## src/hdl/card_number_luhn_classifier_assert.svh

```systemverilog
// assertion macros for the card number classifier top module
`ifndef CARD_NUMBER_LUHN_CLASSIFIER_ASSERT_SVH
`define CARD_NUMBER_LUHN_CLASSIFIER_ASSERT_SVH

// condition that must hold at every clock edge outside reset
`define LCLS_ASSERT_ALWAYS(label, clk, rst, cond) \
   label: assert property (@(posedge clk) disable iff (rst) (cond)) \
      else $error("lcls check failed");

// condition in one cycle implies a condition in the next cycle
`define LCLS_ASSERT_NEXT(label, clk, rst, ante, cons) \
   label: assert property (@(posedge clk) disable iff (rst) (ante) |=> (cons)) \
      else $error("lcls check failed");

`endif

```

## src/hdl/lcls_pkg.sv

```systemverilog
// types, constants and helper functions for the card number classifier
package lcls_pkg;

   // one digit request
   typedef struct packed {
      logic [3:0] digit;
      logic       last;
   } req_type;

   // one classification result
   typedef struct packed {
      logic [1:0] card_kind;
      logic       valid_res;
   } rsp_type;

   // brand codes
   typedef enum logic [1:0] {
      KIND_INVALID = 2'd0,
      KIND_VISA    = 2'd1,
      KIND_AMEX    = 2'd2,
      KIND_MASTER  = 2'd3
   } kind_type;

   // running state of the number being received
   typedef struct packed {
      logic [4:0] digit_count;
      logic [3:0] lead_digit;
      logic [3:0] second_digit;
      logic [3:0] sum_double_even_pos;
      logic [3:0] sum_double_odd_pos;
   } state_type;

   localparam logic [4:0] COUNT_MAX      = 5'd31;
   localparam logic [4:0] LEN_VISA_SHORT = 5'd13;
   localparam logic [4:0] LEN_AMEX       = 5'd15;
   localparam logic [4:0] LEN_LONG       = 5'd16;
   localparam logic [3:0] DIGIT_NINE     = 4'd9;
   localparam logic [4:0] TEN            = 5'd10;
   localparam logic [4:0] TWENTY         = 5'd20;
   localparam logic [4:0] THIRTY         = 5'd30;

   localparam state_type STATE_RESET = '0;

   // luhn doubling: 2d, less nine when above nine
   function automatic logic [4:0] doubled(input logic [3:0] d);
      logic [4:0] m;
      m = {d, 1'b0};
      if (m > {1'b0, DIGIT_NINE}) begin
         m = m - {1'b0, DIGIT_NINE};
      end
      return m;
   endfunction

   // remainder by ten of a value no greater than thirty
   function automatic logic [3:0] mod10(input logic [4:0] v);
      logic [4:0] r;
      if (v >= THIRTY) begin
         r = v - THIRTY;
      end else if (v >= TWENTY) begin
         r = v - TWENTY;
      end else if (v >= TEN) begin
         r = v - TEN;
      end else begin
         r = v;
      end
      return r[3:0];
   endfunction

   // brand from length and the first two digits
   function automatic kind_type brand_of(input logic [4:0] len, input logic [3:0] a,
                                         input logic [3:0] b);
      kind_type k;
      if ((len == LEN_VISA_SHORT || len == LEN_LONG) && a == 4'd4) begin
         k = KIND_VISA;
      end else if (len == LEN_AMEX && a == 4'd3 && (b == 4'd4 || b == 4'd7)) begin
         k = KIND_AMEX;
      end else if (len == LEN_LONG && a == 4'd5 && b >= 4'd1 && b <= 4'd5) begin
         k = KIND_MASTER;
      end else begin
         k = KIND_INVALID;
      end
      return k;
   endfunction

endpackage

```

## src/hdl/lcls_step.sv

```systemverilog
// next state and result for one digit of a card number
module lcls_step (
   input  lcls_pkg::state_type state_cur,
   input  lcls_pkg::req_type   req,
   output lcls_pkg::state_type state_next,
   output lcls_pkg::rsp_type   rsp
);
   import lcls_pkg::*;

   logic [4:0] pos;
   logic [4:0] plain_add;
   logic [4:0] dbl_add;
   logic [4:0] even_add;
   logic [4:0] odd_add;
   state_type  upd;
   logic [3:0] sum_sel;
   kind_type   brand;
   kind_type   kind;

   // position of this digit and the two luhn contributions
   assign pos       = state_cur.digit_count;
   assign plain_add = {1'b0, req.digit};
   assign dbl_add   = doubled(req.digit);
   assign even_add  = pos[0] ? plain_add : dbl_add;
   assign odd_add   = pos[0] ? dbl_add : plain_add;

   // updated accumulators
   always_comb begin
      upd = state_cur;
      if (pos == 5'd0) begin
         upd.lead_digit = req.digit;
      end else if (pos == 5'd1) begin
         upd.second_digit = req.digit;
      end
      upd.sum_double_even_pos = mod10({1'b0, state_cur.sum_double_even_pos} + even_add);
      upd.sum_double_odd_pos  = mod10({1'b0, state_cur.sum_double_odd_pos} + odd_add);
      if (pos != COUNT_MAX) begin
         upd.digit_count = pos + 5'd1;
      end
   end

   // pick the sum whose doubling leaves the rightmost digit alone
   assign sum_sel = upd.digit_count[0] ? upd.sum_double_odd_pos : upd.sum_double_even_pos;
   assign brand   = brand_of(upd.digit_count, upd.lead_digit, upd.second_digit);
   assign kind    = (sum_sel != 4'd0) ? KIND_INVALID : brand;

   // result and state for the next number
   assign rsp.card_kind = kind;
   assign rsp.valid_res = (kind != KIND_INVALID);
   assign state_next    = req.last ? STATE_RESET : upd;

endmodule

```

## src/hdl/card_number_luhn_classifier.sv

```systemverilog
// top level of the card number classifier with luhn check
// Digits of a card number enter one per request, most significant first, with
// last set on the final digit. One request is taken every cycle: each digit
// is held in an input register, then a single pass of logic updates the digit
// count, the first two digits and two mod-10 luhn sums and, on the final
// digit, loads the result register, which offers the result; other digits
// give no result. The only back-pressure is a final digit waiting while the
// result register still holds an untaken result. After each final digit the
// block is ready for a new number.
module card_number_luhn_classifier (
   input  logic              clock,
   input  logic              reset,
   input  logic              req_valid,
   output logic              req_stall,
   input  lcls_pkg::req_type req_data,
   output logic              rsp_valid,
   input  logic              rsp_stall,
   output lcls_pkg::rsp_type rsp_data
);
   import lcls_pkg::*;
   `include "card_number_luhn_classifier_assert.svh"

   logic      s1_valid_ff, s1_valid_in;
   req_type   s1_req_ff;
   state_type state_ff, state_in;
   logic      rsp_valid_ff, rsp_valid_in;
   rsp_type   rsp_ff;
   rsp_type   step_rsp;
   logic      out_free;
   logic      s1_fire;
   logic      req_take;

   // step logic
   lcls_step u_step (
      .state_cur  (state_ff),
      .req        (s1_req_ff),
      .state_next (state_in),
      .rsp        (step_rsp)
   );

   // handshake control
   assign out_free    = !rsp_valid_ff || !rsp_stall;
   assign s1_fire     = s1_valid_ff && (!s1_req_ff.last || out_free);
   assign req_stall   = s1_valid_ff && !s1_fire;
   assign req_take    = req_valid && !req_stall;
   assign s1_valid_in = req_stall ? s1_valid_ff : req_valid;

   // result valid next value
   always_comb begin
      rsp_valid_in = rsp_valid_ff;
      if (s1_fire && s1_req_ff.last) begin
         rsp_valid_in = 1'b1;
      end else if (!rsp_stall) begin
         rsp_valid_in = 1'b0;
      end
   end

   // control registers
   always_ff @(posedge clock) begin
      if (reset) begin
         s1_valid_ff  <= 1'b0;
         rsp_valid_ff <= 1'b0;
         state_ff     <= STATE_RESET;
      end else begin
         s1_valid_ff  <= s1_valid_in;
         rsp_valid_ff <= rsp_valid_in;
         if (s1_fire) begin
            state_ff <= state_in;
         end
      end
   end

   // payload registers
   always_ff @(posedge clock) begin
      if (req_take) begin
         s1_req_ff <= req_data;
      end
      if (s1_fire && s1_req_ff.last) begin
         rsp_ff <= step_rsp;
      end
   end

   assign rsp_valid = rsp_valid_ff;
   assign rsp_data  = rsp_ff;

   // checks
   `LCLS_ASSERT_ALWAYS(a_valid_res_matches_kind, clock, reset,
      !rsp_valid_ff || (rsp_ff.valid_res == (rsp_ff.card_kind != KIND_INVALID)))
   `LCLS_ASSERT_NEXT(a_state_clear_after_final, clock, reset,
      s1_fire && s1_req_ff.last, state_ff == STATE_RESET)
   `LCLS_ASSERT_NEXT(a_result_after_final, clock, reset,
      s1_fire && s1_req_ff.last, rsp_valid_ff)
   `LCLS_ASSERT_NEXT(a_state_holds_when_idle, clock, reset,
      !s1_fire, $stable(state_ff))

endmodule

```

## config.mk

```make
export PLATFORM = sky130hd
export DESIGN_NAME = card_number_luhn_classifier
export DESIGN_NICKNAME = d
export VERILOG_FILES = /design/src/hdl/lcls_pkg.sv /design/src/hdl/lcls_step.sv /design/src/hdl/card_number_luhn_classifier.sv
export VERILOG_INCLUDE_DIRS = /design/src /design/src/hdl
export SDC_FILE = /design/constraint.sdc
export NUM_CORES = 1
export LEC_CHECK = 0
export BUFFER_PORTS_ARGS = -buffer_cell sky130_fd_sc_hd__buf_2
export CORE_ASPECT_RATIO = 1.5
export CORE_UTILIZATION = 25
export DETAILED_ROUTE_END_ITERATION = 12
export PLACE_DENSITY = 0.44
export RECOVER_POWER = 50
export SLEW_MARGIN = 20
export SYNTH_ARGS = -nofsm -noshare
export SYNTH_HDL_FRONTEND = slang
export SYNTH_SLANG_ARGS = --single-unit
```

## constraint.sdc

```tcl
create_clock -name clock -period 13.55 [get_ports clock]
set_clock_uncertainty 0.2 [all_clocks]
set_input_delay 1.355 -clock clock [delete_from_list [all_inputs] [get_ports clock]]
set_output_delay 1.355 -clock clock [all_outputs]
set_load 0.05 [all_outputs]
```

==> reports/results.tsv <==
metric	value	unit
cellLeakagePower	0.00107	uW
final_common_cell	sky130_fd_sc_hd__nor2_1	
critical_path_end_type	register	
nFillCells	1043	
worst_slew_margin_rel	19.5	%
syn-instance-count	317	
worstPathArrival	4790	ps
cts.sinks	31	
postCtsHoldBufs	0	
flops_latches_synth	31	
routed-via-count	2290	
maximum_root_to_sink_buffer_count	2	
vias_per_cell	5.24	
cap_violations	0	
intPower	206	uW
p_sw	100	uW
total_area_of_multi_input_combinational_cells	1630	um^2
nets	353	
totalWireLength	6.46	mm
worst_slew_pin_slew	1210	ps
tritoncts	built	
top_library_cells_by_usage_in_the_layout_fill_and_taps_aside	sky130_fd_sc_hd__nor2_1 (33), sky130_fd_sc_hd__inv_1 (30), sky130_fd_sc_hd__a21oi_1 (29)	
fmax	0.205	GHz
clock_power_share	34.9	%
synth-warning-count	0	
clk_pin_slew	50	ps
grt_antenna_before_repair	0	
post_cts_buffers	0	
finalHoldViolCount	0	
p_per_area	110	nW/um^2
die_w	84.1	um
largest_net_degree_at_the_start_of_global_routing	25	
critical_path_peak_fanout	10	
cts.htree.levels	2	
wire_length_of_the_first_global_routing_pass	10.5	mm
post_drt_wl_per_cell	14.8	um
antennaDiodeCount	0	
layout-area-overhead-vs-synth	10.1	%
io_buffer_count	13	
synth_area	2520	um^2
comb_power_share	31.3	%
flip_flop_cell_with_the_highest_count_after_synthesis	sky130_fd_sc_hd__dfxtp_1	
clockRootBuffer	sky130_fd_sc_hd__clkbuf_16	
syn_area_per_cell	7.97	um^2
ant_nets	0	
power.sequential.fraction	33.7	%
run_status	complete, no violations	
hold_path_end	state_ff[4]	
globalplace.congestion	0.839	
reg_to_reg_end	rsp_data[0]	
synth_cell_type_count	58	
hold_path_class	reg2reg	
ir_worst_vdd	86.6	uV
dr.pass1.iters	5	
drt-initial-drc-count	62	
synth_async_reset_ratio	0	%
clkLatencyLatePin	280	ps
core_area	9740	um^2
ios	14	
initial_core_util	25.9	%
fp.dieArea	10500	um^2
regToRegStartpoint	s1_req_ff[2]	
synth_edf_count	8	
switching_share	32.7	%
drv_slew	0	
globalRouteOverflowTotal	0	
timing.hold.worst.start	state_ff[4]	
tritoncts.num_buffers	5	
placement_rows	44	
gr-usage-all-layers	12.6	%
syn-num-nets	349	
final-setup-viol-count	0	
grt_pass1_vias	2189	
post-route-min-period	4870	ps
criticalPathCategory	reg2reg	
timing.critical_path.required	13470	ps
drive_gt1_share	7.76	%
final_layout_setup_total_negative_slack	0	ps
placedInstanceArea	2650	um^2
seq_area_frac_synth	27.8	%
regArea	701	um^2
finalInstanceArea	2780	um^2
grt_setup_unrepaired	no	
detailedPlacementHpwl	4.97	mm
regToRegSetupSlack	8680	ps
die_height	125	um
timing.critical_path.from_type	register	
remaining_drc_errors	0	
min_path_cells	2	
cts_resized	0	
depth_of_the_worst_register_to_register_path	18	
finalCritPeriodShare	35.9	%
flip-flops by register name, indices dropped and copies added (netlist names):
| name | count |
|---|---|
| rsp_data | 3 |
| state_ff | 21 |
| s1_req_ff | 5 |
| s1_valid_ff | 1 |
| rsp_valid | 1 |
layout make-up:
class                           instances  area share [%]
Tap cell                              115            5.18
Inverter                               30            4.05
Clock buffer                            7            4.77
Timing Repair Buffer                   13            2.07
Sequential cell                        31            25.2
Clock inverter                          1           0.180
Multi-Input combinational cell        240            58.5
through the flow:
step | utilization (%) | setup slack (ps) | hold slack (ps) | cells | total power, uW
after floorplan | - | 9240 | 236 | 317 | 181
after global routing | 28.5 | 8290 | 300 | 437 | 324
after CTS | 28.6 | 8670 | 258 | 437 | 309
after global placement | 27.2 | 8770 | 246 | 429 | 201
final | 28.5 | 8680 | 255 | 437 | 306
after detailed placement | 27.2 | 8670 | 251 | 429 | 201
critical path: stages, from the launching register on:
cell and delay, ps:
sky130_fd_sc_hd__edfxtp_1 540, sky130_fd_sc_hd__inv_1 160, sky130_fd_sc_hd__ha_1 220, sky130_fd_sc_hd__inv_1 70, sky130_fd_sc_hd__a21o_1 220, sky130_fd_sc_hd__xnor2_1 190, sky130_fd_sc_hd__nand2_1 70, sky130_fd_sc_hd__o21ai_0 150
sky130_fd_sc_hd__inv_1 100, sky130_fd_sc_hd__fa_1 440, sky130_fd_sc_hd__xnor2_1 540, sky130_fd_sc_hd__ha_1 270, sky130_fd_sc_hd__a21oi_1 110, sky130_fd_sc_hd__o211ai_1 140, sky130_fd_sc_hd__or3b_2 450, sky130_fd_sc_hd__a32o_1 240
sky130_fd_sc_hd__nor4b_2 300, sky130_fd_sc_hd__o211ai_2 150, sky130_fd_sc_hd__a22oi_2 170
cell families (layout without fill, tap and decap cells):
kind of cell | after synthesis | in the layout | share of synthesized area (%)
DFF | 31 | 31 | 27.8
muxes | 5 | 5 | 2.08
and+or+nand+nor | 110 | 110 | 22.4
xor gates and xnor gates | 11 | 11 | 3.82
buffers and inverters | 46 | 51 | 7.83
AOI/OAI and AO/OA | 91 | 91 | 24.1
adders and majority gates | 23 | 23 | 12.0
synthesized netlist by cell type (all sizes together), types with 5 or more instances:
library cell | instances | share of area, %
nor2 | 33 | 4.9
inv | 30 | 4.5
a21oi | 29 | 5.7
dfxtp | 23 | 18
ha | 21 | 10
nand2 | 20 | 3.0
o21ai | 15 | 3.0
nand3 | 11 | 2.2
a22oi | 10 | 3.2
clkbuf | 10 | 1.5
nor3 | 10 | 2.0
xnor2 | 10 | 3.5
edfxtp | 8 | 9.5
buf | 6 | 1.9
nand4 | 6 | 1.5
a21o | 5 | 1.5
and3 | 5 | 1.2
nor2b | 5 | 1.2
per-layer routing:
metal / vias up / global-route usage, % / wire length (um)
li1: 1150 / - / -
met1: 1083 / 13.4 / 2620
met2: 45 / 24.5 / 3550
met3: 12 / 1.58 / 150
met4: 0 / 5.48 / 145
met5: - / 0 / 0
worst max path at each step:
stage | from | end | slack [ps] | depth (start not counted)
after floorplan | s1_req_ff[1] | rsp_data[0] | 9240 | 19
after global placement | s1_req_ff[1] | rsp_data[1] | 8770 | 17
after detailed placement | s1_req_ff[1] | rsp_data[0] | 8670 | 17
after CTS | s1_req_ff[1] | rsp_data[0] | 8670 | 17
after global routing | s1_req_ff[1] | rsp_data[1] | 8290 | 18
final | s1_req_ff[2] | rsp_data[0] | 8680 | 18
power groups by stage:
stage          combinational (uW)  sequential, uW  clock, uW
5_1_grt                       108             104        112
6_report                     95.9             103        107
3_3_place_gp                 96.2             105          0
4_1_cts                      96.6             103        109
3_5_place_dp                 95.8             105          0
2_1_floorplan                78.1             103          0
Note: power is estimated with default switching activity, not from simulation.
